## src/sv/lfe_pkg.sv

```systemverilog
// lfe_pkg: shared types and constants of the led strip frame encoder
// no dependencies; used by scoped names in every module of the encoder but lfe_ram
package lfe_pkg;

	localparam int COLOR_W     = 24;
	localparam int IDX_W       = 8;
	localparam int CNT_W       = 7;
	localparam int SYM_W       = 9;
	localparam int BIT_PTR_W   = 5;
	localparam int TAIL_W      = 4;
	localparam int BITS_PER_LED = 24;

	localparam logic [SYM_W-1:0] SYM_ONE  = 9'h1F8;
	localparam logic [SYM_W-1:0] SYM_ZERO = 9'h1C0;
	localparam logic [SYM_W-1:0] SYM_TAIL = 9'h000;

	localparam logic STATUS_OK  = 1'b0;
	localparam logic STATUS_ERR = 1'b1;

	typedef enum logic [2:0] {
		FN_SET_ONE   = 3'd0,
		FN_SET_ALL   = 3'd1,
		FN_LIGHT_ONE = 3'd2,
		FN_START     = 3'd3,
		FN_PULL      = 3'd4
	} func_t;

	typedef enum logic [1:0] {
		PH_IDLE = 2'd0,
		PH_DATA = 2'd1,
		PH_TAIL = 2'd2
	} phase_t;

	typedef enum logic [2:0] {
		CS_IDLE,
		CS_FILL,
		CS_COPY,
		CS_PULL_RD,
		CS_DONE
	} ctrl_state_t;

	typedef struct packed {
		logic [2:0]         func;
		logic [IDX_W-1:0]   idx;
		logic [COLOR_W-1:0] color;
	} item_t;

	typedef struct packed {
		logic               status;
		logic [SYM_W-1:0]   symbol;
		logic               sym_valid;
		logic               last;
	} result_t;

	// request to the color store; addresses are full index width
	typedef struct packed {
		logic               we;
		logic [IDX_W-1:0]   waddr;
		logic [COLOR_W-1:0] wdata;
		logic [IDX_W-1:0]   raddr;
	} cs_req_t;

endpackage

```

## src/sv/lfe_ram.sv

```systemverilog
// lfe_ram: generic single write port, single read port ram with registered read
// no dependencies
module lfe_ram #(
	parameter int Width = 24,
	parameter int Depth = 64,
	localparam int AddrW = (Depth > 1) ? $clog2(Depth) : 1
) (
	input  logic             clk,
	input  logic             we,
	input  logic [AddrW-1:0] waddr,
	input  logic [Width-1:0] wdata,
	input  logic [AddrW-1:0] raddr,
	output logic [Width-1:0] rdata
);

	logic [Width-1:0] mem [Depth];

	always_ff @(posedge clk) begin
		if (we) begin
			mem[waddr] <= wdata;
		end
		rdata <= mem[raddr];
	end

endmodule

```

## src/sv/lfe_color_store.sv

```systemverilog
// lfe_color_store: color store ram with per-entry valid bits, unwritten entries read as zero
// depends on lfe_pkg and lfe_ram
module lfe_color_store #(
	parameter int MAX_LEDS = 64
) (
	input  logic                          clk,
	input  logic                          arst_n,
	input  lfe_pkg::cs_req_t              req,
	output logic [lfe_pkg::COLOR_W-1:0]   rdata
);

	localparam int AddrW = (MAX_LEDS > 1) ? $clog2(MAX_LEDS) : 1;

	logic [AddrW-1:0]            waddr;
	logic [AddrW-1:0]            raddr;
	logic [lfe_pkg::COLOR_W-1:0] ram_rdata;
	logic [MAX_LEDS-1:0]         vld_q;
	logic                        vld_s1;

	assign waddr = AddrW'(req.waddr);
	assign raddr = AddrW'(req.raddr);

	lfe_ram #(
		.Width(lfe_pkg::COLOR_W),
		.Depth(MAX_LEDS)
	) u_ram (
		.clk  (clk),
		.we   (req.we),
		.waddr(waddr),
		.wdata(req.wdata),
		.raddr(raddr),
		.rdata(ram_rdata)
	);

	always_ff @(posedge clk or negedge arst_n) begin
		if (!arst_n) begin
			vld_q  <= '0;
			vld_s1 <= 1'b0;
		end else begin
			if (req.we) begin
				vld_q[waddr] <= 1'b1;
			end
			vld_s1 <= vld_q[raddr];
		end
	end

	assign rdata = vld_s1 ? ram_rdata : '0;

endmodule

```

## src/sv/lfe_ctrl.sv

```systemverilog
// lfe_ctrl: command sequencer, fill and copy sweeps, snapshot ram and symbol serializer
// depends on lfe_pkg and lfe_ram
module lfe_ctrl #(
	parameter int MAX_LEDS    = 64,
	parameter int TAIL_FRAMES = 10
) (
	input  logic                        clk,
	input  logic                        arst_n,
	input  logic                        in_valid,
	output logic                        in_ready,
	input  lfe_pkg::item_t              item,
	input  logic [lfe_pkg::CNT_W-1:0]   num_leds,
	output lfe_pkg::cs_req_t            cs_req,
	input  logic [lfe_pkg::COLOR_W-1:0] cs_rdata,
	output logic                        res_valid,
	input  logic                        res_ready,
	output lfe_pkg::result_t            res
);

	localparam int AddrW = (MAX_LEDS > 1) ? $clog2(MAX_LEDS) : 1;
	localparam logic [8:0] MaxLeds9 = 9'(MAX_LEDS);
	localparam logic [4:0] TailFrames5 = 5'(TAIL_FRAMES);

	lfe_pkg::ctrl_state_t state_q, state_d;
	lfe_pkg::phase_t      phase_q;

	logic [AddrW-1:0]                ptr_q;
	logic [AddrW-1:0]                led_ptr_q;
	logic [lfe_pkg::BIT_PTR_W-1:0]   bit_ptr_q;
	logic [lfe_pkg::TAIL_W-1:0]      tail_q;
	logic [lfe_pkg::CNT_W-1:0]       frame_len_q;
	logic [2:0]                      func_q;
	logic [lfe_pkg::IDX_W-1:0]       idx_q;
	logic [lfe_pkg::COLOR_W-1:0]     color_q;
	lfe_pkg::result_t                res_q;
	lfe_pkg::result_t                acc_res;

	logic                            cp_we_s1;
	logic [AddrW-1:0]                cp_addr_s1;
	logic [lfe_pkg::COLOR_W-1:0]     snap_rdata;

	logic                            acc;
	logic                            idx_ok;
	logic                            cnt_big;
	logic                            cnt_zero;
	logic                            sweep_end;
	logic [4:0]                      tail_nx;
	logic                            tail_end;
	logic [8:0]                      led_nx;
	logic                            data_bit;
	logic [lfe_pkg::BIT_PTR_W-1:0]   bit_sel;

	assign acc      = in_valid && in_ready;
	assign idx_ok   = {1'b0, item.idx} < MaxLeds9;
	assign cnt_big  = 9'(num_leds) > MaxLeds9;
	assign cnt_zero = (num_leds == '0);
	assign sweep_end = (9'(ptr_q) == (9'(num_leds) - 9'd1));
	assign tail_nx  = 5'(tail_q) + 5'd1;
	assign tail_end = (tail_nx >= TailFrames5);
	assign led_nx   = 9'(led_ptr_q) + 9'd1;
	assign bit_sel  = lfe_pkg::BIT_PTR_W'(lfe_pkg::BITS_PER_LED - 1) - bit_ptr_q;
	assign data_bit = snap_rdata[bit_sel];

	// snapshot store, written by the copy sweep in the cycle after each color read
	lfe_ram #(
		.Width(lfe_pkg::COLOR_W),
		.Depth(MAX_LEDS)
	) u_snap_ram (
		.clk  (clk),
		.we   (cp_we_s1),
		.waddr(cp_addr_s1),
		.wdata(cs_rdata),
		.raddr(led_ptr_q),
		.rdata(snap_rdata)
	);

	// next state
	always_comb begin
		state_d = state_q;
		case (state_q)
			lfe_pkg::CS_IDLE: begin
				if (acc) begin
					case (lfe_pkg::func_t'(item.func))
						lfe_pkg::FN_SET_ALL, lfe_pkg::FN_LIGHT_ONE: begin
							state_d = (cnt_big || cnt_zero) ? lfe_pkg::CS_DONE
							                                 : lfe_pkg::CS_FILL;
						end
						lfe_pkg::FN_START: begin
							state_d = (phase_q != lfe_pkg::PH_IDLE || cnt_zero || cnt_big)
							        ? lfe_pkg::CS_DONE : lfe_pkg::CS_COPY;
						end
						lfe_pkg::FN_PULL: begin
							state_d = (phase_q == lfe_pkg::PH_DATA) ? lfe_pkg::CS_PULL_RD
							                                        : lfe_pkg::CS_DONE;
						end
						default: begin
							state_d = lfe_pkg::CS_DONE;
						end
					endcase
				end
			end
			lfe_pkg::CS_FILL, lfe_pkg::CS_COPY: begin
				if (sweep_end) begin
					state_d = lfe_pkg::CS_DONE;
				end
			end
			lfe_pkg::CS_PULL_RD: begin
				state_d = lfe_pkg::CS_DONE;
			end
			lfe_pkg::CS_DONE: begin
				if (res_ready) begin
					state_d = lfe_pkg::CS_IDLE;
				end
			end
			default: begin
				state_d = lfe_pkg::CS_IDLE;
			end
		endcase
	end

	// outputs and memory requests
	always_comb begin
		in_ready      = 1'b0;
		res_valid     = 1'b0;
		cs_req.we     = 1'b0;
		cs_req.waddr  = item.idx;
		cs_req.wdata  = item.color;
		cs_req.raddr  = lfe_pkg::IDX_W'(ptr_q);
		case (state_q)
			lfe_pkg::CS_IDLE: begin
				in_ready  = 1'b1;
				cs_req.we = acc && idx_ok
				         && (lfe_pkg::func_t'(item.func) == lfe_pkg::FN_SET_ONE);
			end
			lfe_pkg::CS_FILL: begin
				cs_req.we    = 1'b1;
				cs_req.waddr = lfe_pkg::IDX_W'(ptr_q);
				cs_req.wdata = ((lfe_pkg::func_t'(func_q) == lfe_pkg::FN_LIGHT_ONE)
				                && (9'(ptr_q) != 9'(idx_q))) ? '0 : color_q;
			end
			lfe_pkg::CS_DONE: begin
				res_valid = 1'b1;
			end
			default: begin
				in_ready = 1'b0;
			end
		endcase
	end

	// result of an accepted request; a data pull gets its frame in the following cycle
	always_comb begin
		acc_res        = '0;
		acc_res.status = lfe_pkg::STATUS_OK;
		acc_res.symbol = lfe_pkg::SYM_TAIL;
		case (lfe_pkg::func_t'(item.func))
			lfe_pkg::FN_SET_ONE: begin
				acc_res.status = idx_ok ? lfe_pkg::STATUS_OK : lfe_pkg::STATUS_ERR;
			end
			lfe_pkg::FN_SET_ALL, lfe_pkg::FN_LIGHT_ONE: begin
				acc_res.status = cnt_big ? lfe_pkg::STATUS_ERR : lfe_pkg::STATUS_OK;
			end
			lfe_pkg::FN_START: begin
				acc_res.status = (phase_q != lfe_pkg::PH_IDLE || cnt_zero || cnt_big)
				               ? lfe_pkg::STATUS_ERR : lfe_pkg::STATUS_OK;
			end
			lfe_pkg::FN_PULL: begin
				if (phase_q == lfe_pkg::PH_TAIL) begin
					acc_res.sym_valid = 1'b1;
					acc_res.last      = tail_end;
				end else if (phase_q == lfe_pkg::PH_IDLE) begin
					acc_res.status = lfe_pkg::STATUS_ERR;
				end
			end
			default: begin
				acc_res.status = lfe_pkg::STATUS_ERR;
			end
		endcase
	end

	assign res = res_q;

	// control registers
	always_ff @(posedge clk or negedge arst_n) begin
		if (!arst_n) begin
			state_q     <= lfe_pkg::CS_IDLE;
			phase_q     <= lfe_pkg::PH_IDLE;
			ptr_q       <= '0;
			led_ptr_q   <= '0;
			bit_ptr_q   <= '0;
			tail_q      <= '0;
			frame_len_q <= '0;
			cp_we_s1    <= 1'b0;
		end else begin
			state_q  <= state_d;
			cp_we_s1 <= (state_q == lfe_pkg::CS_COPY);
			case (state_q)
				lfe_pkg::CS_IDLE: begin
					ptr_q <= '0;
					if (acc) begin
						case (lfe_pkg::func_t'(item.func))
							lfe_pkg::FN_START: begin
								if (phase_q == lfe_pkg::PH_IDLE && !cnt_zero && !cnt_big) begin
									frame_len_q <= num_leds;
									phase_q     <= lfe_pkg::PH_DATA;
									led_ptr_q   <= '0;
									bit_ptr_q   <= '0;
									tail_q      <= '0;
								end
							end
							lfe_pkg::FN_PULL: begin
								if (phase_q == lfe_pkg::PH_TAIL) begin
									if (tail_end) begin
										tail_q  <= '0;
										phase_q <= lfe_pkg::PH_IDLE;
									end else begin
										tail_q <= lfe_pkg::TAIL_W'(tail_nx);
									end
								end
							end
							default: begin
								phase_q <= phase_q;
							end
						endcase
					end
				end
				lfe_pkg::CS_FILL, lfe_pkg::CS_COPY: begin
					ptr_q <= ptr_q + AddrW'(1);
				end
				lfe_pkg::CS_PULL_RD: begin
					if (bit_ptr_q == lfe_pkg::BIT_PTR_W'(lfe_pkg::BITS_PER_LED - 1)) begin
						bit_ptr_q <= '0;
						if (led_nx >= 9'(frame_len_q)) begin
							led_ptr_q <= '0;
							phase_q   <= lfe_pkg::PH_TAIL;
							tail_q    <= '0;
						end else begin
							led_ptr_q <= AddrW'(led_nx);
						end
					end else begin
						bit_ptr_q <= bit_ptr_q + 1'b1;
					end
				end
				default: begin
					ptr_q <= ptr_q;
				end
			endcase
		end
	end

	// payload: latched command, copy write address, pending result
	always_ff @(posedge clk) begin
		cp_addr_s1 <= ptr_q;
		if (acc) begin
			func_q  <= item.func;
			idx_q   <= item.idx;
			color_q <= item.color;
			res_q   <= acc_res;
		end else if (state_q == lfe_pkg::CS_PULL_RD) begin
			res_q <= '{
				status:    lfe_pkg::STATUS_OK,
				symbol:    data_bit ? lfe_pkg::SYM_ONE : lfe_pkg::SYM_ZERO,
				sym_valid: 1'b1,
				last:      1'b0
			};
		end
	end

endmodule

```

## src/sv/led_strip_frame_encoder_unit.sv

```systemverilog
// led strip frame encoder: a result reaches the output register through the result state once
// its request is accepted; a data pull first reads its bit from the snapshot ram, and a set all,
// light only one or refresh start that passes its checks first sweeps the strip length (one store
// entry per cycle through the store ports); the next request is taken once the result has moved
// on to the output register, while the output register drains
// reset is asynchronous active low: store valid bits clear at once, no clearing pass
module led_strip_frame_encoder_unit #(
	parameter int MAX_LEDS    = 64,
	parameter int TAIL_FRAMES = 10
) (
	input  logic                        clk,
	input  logic                        arst_n,
	// command requests
	input  logic                        in_valid,
	output logic                        in_ready,
	input  logic [2:0]                  func,
	input  logic [lfe_pkg::IDX_W-1:0]   led_sel,
	input  logic [7:0]                  green,
	input  logic [7:0]                  red,
	input  logic [7:0]                  blue,
	// results
	output logic                        out_valid,
	input  logic                        out_ready,
	output logic                        status,
	output logic [lfe_pkg::SYM_W-1:0]   symbol,
	output logic                        symbol_valid,
	output logic                        last,
	// strip length register write
	input  logic                        cfg_valid,
	output logic                        cfg_ready,
	input  logic [lfe_pkg::CNT_W-1:0]   cfg_data
);

	logic [lfe_pkg::CNT_W-1:0]   num_leds_q;
	lfe_pkg::item_t              item;
	lfe_pkg::cs_req_t            cs_req;
	logic [lfe_pkg::COLOR_W-1:0] cs_rdata;
	logic                        res_valid;
	logic                        res_ready;
	lfe_pkg::result_t            res;
	logic                        out_valid_q;
	lfe_pkg::result_t            out_q;

	// color word packs green in the top byte, then red, then blue
	assign item = {func, led_sel, green, red, blue};

	// config register, always ready; the user must write it only while the block is quiet, the block does not enforce this
	assign cfg_ready = 1'b1;

	always_ff @(posedge clk or negedge arst_n) begin
		if (!arst_n) begin
			num_leds_q <= lfe_pkg::CNT_W'(1);
		end else if (cfg_valid && cfg_ready) begin
			num_leds_q <= cfg_data;
		end
	end

	// live colors, cleared to zero at reset through valid bits
	lfe_color_store #(
		.MAX_LEDS(MAX_LEDS)
	) u_color_store (
		.clk   (clk),
		.arst_n(arst_n),
		.req   (cs_req),
		.rdata (cs_rdata)
	);

	// sequencer with the snapshot ram and the serializer pointers
	lfe_ctrl #(
		.MAX_LEDS   (MAX_LEDS),
		.TAIL_FRAMES(TAIL_FRAMES)
	) u_ctrl (
		.clk      (clk),
		.arst_n   (arst_n),
		.in_valid (in_valid),
		.in_ready (in_ready),
		.item     (item),
		.num_leds (num_leds_q),
		.cs_req   (cs_req),
		.cs_rdata (cs_rdata),
		.res_valid(res_valid),
		.res_ready(res_ready),
		.res      (res)
	);

	// output register splits the result side from the sequencer
	assign res_ready = !out_valid_q || out_ready;

	always_ff @(posedge clk or negedge arst_n) begin
		if (!arst_n) begin
			out_valid_q <= 1'b0;
		end else if (res_valid && res_ready) begin
			out_valid_q <= 1'b1;
		end else if (out_ready) begin
			out_valid_q <= 1'b0;
		end
	end

	always_ff @(posedge clk) begin
		if (res_valid && res_ready) begin
			out_q <= res;
		end
	end

	assign out_valid    = out_valid_q;
	assign status       = out_q.status;
	assign symbol       = out_q.symbol;
	assign symbol_valid = out_q.sym_valid;
	assign last         = out_q.last;

endmodule

```

## config.mk

```make
export PLATFORM = sky130hd
export DESIGN_NAME = led_strip_frame_encoder_unit
export DESIGN_NICKNAME = d
export VERILOG_FILES = /design/src/sv/lfe_pkg.sv /design/src/sv/lfe_ram.sv /design/src/sv/lfe_color_store.sv /design/src/sv/lfe_ctrl.sv /design/src/sv/led_strip_frame_encoder_unit.sv
export SDC_FILE = /design/constraint.sdc
export NUM_CORES = 2
export LEC_CHECK = 0
export BUFFER_PORTS_ARGS = -buffer_cell sky130_fd_sc_hd__buf_2
export CORE_MARGIN = 3
export CORE_UTILIZATION = 65
export DETAILED_ROUTE_END_ITERATION = 7
export GPL_TIMING_DRIVEN = 1
export PLACE_DENSITY_LB_ADDON = 0.08
export SKIP_LAST_GASP = 1
export SLEW_MARGIN = 0
export SYNTH_ARGS = -nofsm -noshare
export SYNTH_HDL_FRONTEND = slang
export SYNTH_SLANG_ARGS = --single-unit
```

## constraint.sdc

```tcl
create_clock -name clk -period 9.45 [get_ports clk]
set_input_delay 0.4725 -clock clk [delete_from_list [all_inputs] [get_ports clk]]
set_output_delay 0.4725 -clock clk [all_outputs]
set_load 0.03 [all_outputs]
```

==> impl_metrics.py <==
metrics = {
    "placed_design": {
        "placed_area_mm2": 0.1302,
        "gp_routability_congestion": 0.8561,
        "numPortBuffers": 57,
        "dp.final_hpwl_um": 166000,
    },
    "drt": {
        "detail_route.wirelength_um": 309400,
        "initialDrtViolationCount": 8168,
        "average_routed_wire_per_standard_cell_um": 34.81,
        "met2WireLength_um": 152800,
        "met3WireLength_um": 26840,
        "antenna_violating_nets_post_route": 0,
        "post-route-drc-count": 0,
        "route.layer.met1.wl_um": 115200,
        "length_of_the_first_detailed_routing_pass_in_iterations": 5,
        "vias_per_cell": 6.999,
        "topRoutingLayerUsed": "met5",
        "vias": 62218,
    },
    "global_route": {
        "grt_remaining_overflow": 0,
        "initial_antenna_violation_count": 6,
        "maximum_number_of_pins_on_one_net_before_global_route_repair": 124,
        "grt_pass1_vias": 62740,
        "grt_use_total_pct": 31.73,
        "grt_pass1_wl_um": 447400,
    },
    "power": {
        "peakVddDrop_mv": 0.1862,
        "power_density_mw_per_mm2": 237.4,
        "power.static_leakage_nw": 43.64,
    },
    "timing": {
        "timing_worst_slew_pin_value_ns": 1.302,
        "min_tclk_post_route_ns": 4.650,
        "max_transition_viols_final": 0,
        "setup_viol_count_final": 0,
        "timing_hold_violations_final": 0,
        "worst_clock_skew_ns": 0.04262,
        "fmax_mhz": 215.1,
        "timing.slew.headroom_pct": 12.80,
        "grt_setup_unrepaired": "no",
        "share_of_the_cycle_needed_by_the_critical_path_after_routing_pct": 49.20,
        "final.setup.tns_ns": 0,
    },
    "yosys": {
        "post-synth-top-area-cell": "edfxtp_1",
        "mapped_avg_cell_area_um2": 21.73,
        "synth_top_cells_by_area": "edfxtp_1 (74%), mux4_2 (13%), mux2i_1 (2.4%)",
        "compound_gate_portion_of_the_synthesized_area_pct": 3.452,
        "syn_inst": 5779,
        "synth_ff_type": "edfxtp_1",
        "yosys.area.top_type_share_pct": 74.47,
        "syn_area_mm2": 0.1256,
        "synthSimpleGateAreaFrac_pct": 1.771,
        "synth_cell_count_leaders": "edfxtp_1 (3115), mux4_2 (730), mux2i_1 (296), clkbuf_1 (177), nor2_1 (153)",
        "async_flop_share_pct": 3.264,
        "synth_xor_xnor_area_share_pct": 0.1395,
        "postSynthRegisterBits": 3278,
        "synth.most_common_cell": "edfxtp_1",
        "synth-seq-area-share_pct": 77.50,
        "synth-adder-area-share_pct": 0.1474,
        "synth_cell_types": 68,
        "synth_top_family_by_area": "multiplexers",
        "synth_warn": 0,
        "synth.area.mux_share_pct": 15.77,
        "number_of_flops_mapped_to_enable_cells_by_yosys": 3115,
    },
    "clock_tree": {
        "cts.repair.resized": 0,
        "cts.sink_count": 3278,
        "cts_tree": "done",
        "clock_tree.root_cell": "clkbuf_16",
        "clockBufferDepth": 4,
        "clk_latency_ns": 0.95,
        "cts_buffers": 328,
        "worst_setup_hold_path_clk_slew_ns": 0.07,
        "h-tree-depth": 5,
    },
    "worst_setup_path": {
        "crit_fanout": 106,
        "criticalPathCategory": "register to register",
        "cp.arrival_ns": 5.42,
        "critPathRequiredTime_ns": 10.22,
        "endpoint_kind": "register",
        "worstSetupStartpointType": "register",
    },
    "layout": {
        "nNetsFinal": 6195,
        "nFillCells": 10601,
        "layout.cell_area.non_filler_mm2": 0.1409,
        "area.growth.synth_to_final_pct": 12.17,
        "drive_above_1_share_pct": 28.23,
    },
    "run_status": {
        "status": "complete, no violations",
    },
    "floorplan": {
        "floorplan.initialDensity_pct": 65.70,
        "rows": 160,
        "core_region_area_mm2": 0.1912,
        "die_w_um": 445.6,
        "floorplan.die.height_um": 445.6,
        "boundaryPins": 62,
        "die_area_mm2": 0.1985,
    },
    "job": {
        "drv_cap": 0,
    },
    "hold_path": {
        "worst_hold_class": "input pin to asynchronous set/reset pin",
    },
}
## what timing repair did
item,CTS,global route
buffers inserted,0,0
hold endpoints to repair,106,0
hold buffers,54,0
## cell usage in the layout, fill, tap and decap left out, types with 86 or more instances in the layout
cell type,netlist,layout
clkbuf_16,0,335
o221ai_1,97,97
buf_4,12,239
o21ai_0,86,86
nand2_1,90,87
mux4_2,730,730
mux2i_1,296,296
dfrtp_1,106,96
nor2_2,2,116
edfxtp_1,3115,3115
## per-stage QoR
stage / worst slack, ns / std cells / hold slack [ns] / power [mW] / util (%)
after floorplan: 6.101 / 5781 / 0.1769 / 19.75 / -
after global placement: 4.798 / 8261 / 0.4145 / 21.24 / 68.10
after CTS: 4.754 / 8881 / 0.1185 / 33.58 / 73.69
after detailed placement: 4.696 / 8261 / 0.4203 / 21.32 / 68.10
final: 4.800 / 8889 / 0.1234 / 33.44 / 73.70
after global routing: 4.462 / 8886 / 0.1647 / 34.39 / 73.69
## final timing paths
kind	startpoint	slack [ns]	to	cells past startpoint
setup reg to reg	u_ctrl.led_ptr_q[0]$_DFFE_PN0P_	4.80	u_ctrl.u_snap_ram.rdata[12]$_DFF_P_	8
min in group clk	green[1]	0.26	u_ctrl.color_q[17]$_DFFE_PP_	2
hold reg to reg	u_ctrl.res[9]$_SDFFE_PP0P_	0.43	symbol[7]$_DFFE_PP_	0
max in group asynchronous	arst_n	7.99	u_ctrl.led_ptr_q[0]$_DFFE_PN0P_	3
hold / removal	arst_n	0.12	u_color_store.vld_q[20]$_DFFE_PN0P_	2
setup / recovery	u_ctrl.led_ptr_q[0]$_DFFE_PN0P_	4.80	u_ctrl.u_snap_ram.rdata[12]$_DFF_P_	8
## worst max-delay path: stages, from the launching register on
cell and delay [ns]:
dfrtp_4 0.99, buf_12 0.59, buf_4 0.85, mux2i_1 0.29
o22ai_1 0.15, o32ai_1 0.35, a21oi_1 0.09, a22oi_1 0.60
o221ai_1 0.24
## flip-flops by register name (all words and copies together), names as in the netlist, 2 cells and up
register,flops
u_color_store.u_ram.mem,1536
u_ctrl.u_snap_ram.mem,1536
u_color_store.vld_q,64
u_color_store.u_ram.rdata,24
u_ctrl.color_q,24
u_ctrl.u_snap_ram.rdata,24
u_ctrl.idx_q,8
num_leds_q,7
u_ctrl.frame_len_q,7
u_ctrl.cp_addr_s1,6
u_ctrl.led_ptr_q,6
u_ctrl.ptr_q,6
u_ctrl.bit_ptr_q,5
u_ctrl.res,5
u_ctrl.tail_q,4
u_ctrl.func_q,3
u_ctrl.state_q,3
symbol,2
u_ctrl.phase_q,2
## layout make-up
cell class | count | area, um2 | area share [%]
tap | 2511 | 3142 | 2.230
clock buffer | 444 | 9032 | 6.411
antenna | 8 | 20.02 | 0.01421
sequential | 3278 | 97370 | 69.11
timing repair buffer | 361 | 2846 | 2.020
multi-input combinational | 2143 | 27300 | 19.38
clock inverter | 122 | 1096 | 0.7779
inverter | 22 | 82.58 | 0.05861
## cells by family after synthesis
| group | count (synthesis) |
|---|---|
| flip-flops | 3278 |
| other | 2 |
| AO/OA/AOI/OAI | 590 |
| buffers and inverters | 360 |
| adder cells (fa/ha/maj) | 15 |
| multiplexers | 1062 |
| AND/OR/NAND/NOR | 452 |
| XOR/XNOR | 20 |
## routing by layer
metal | GRT usage [%] | vias up
met4 | 13.55 | 2
met5 | 0 | -
li1 | - | 25124
met2 | 50.39 | 3508
met1 | 44.95 | 32912
met3 | 5.089 | 672
## power by group
part / leakage [nW] / internal (mW) / total, mW / switching [mW]
clock: 4.96 / 7.19 / 12.4 / 5.20
sequential: 30.2 / 16.8 / 17.1 / 0.216
combinational: 8.45 / 1.41 / 3.99 / 2.58
(Power assumes the default switching activity.)
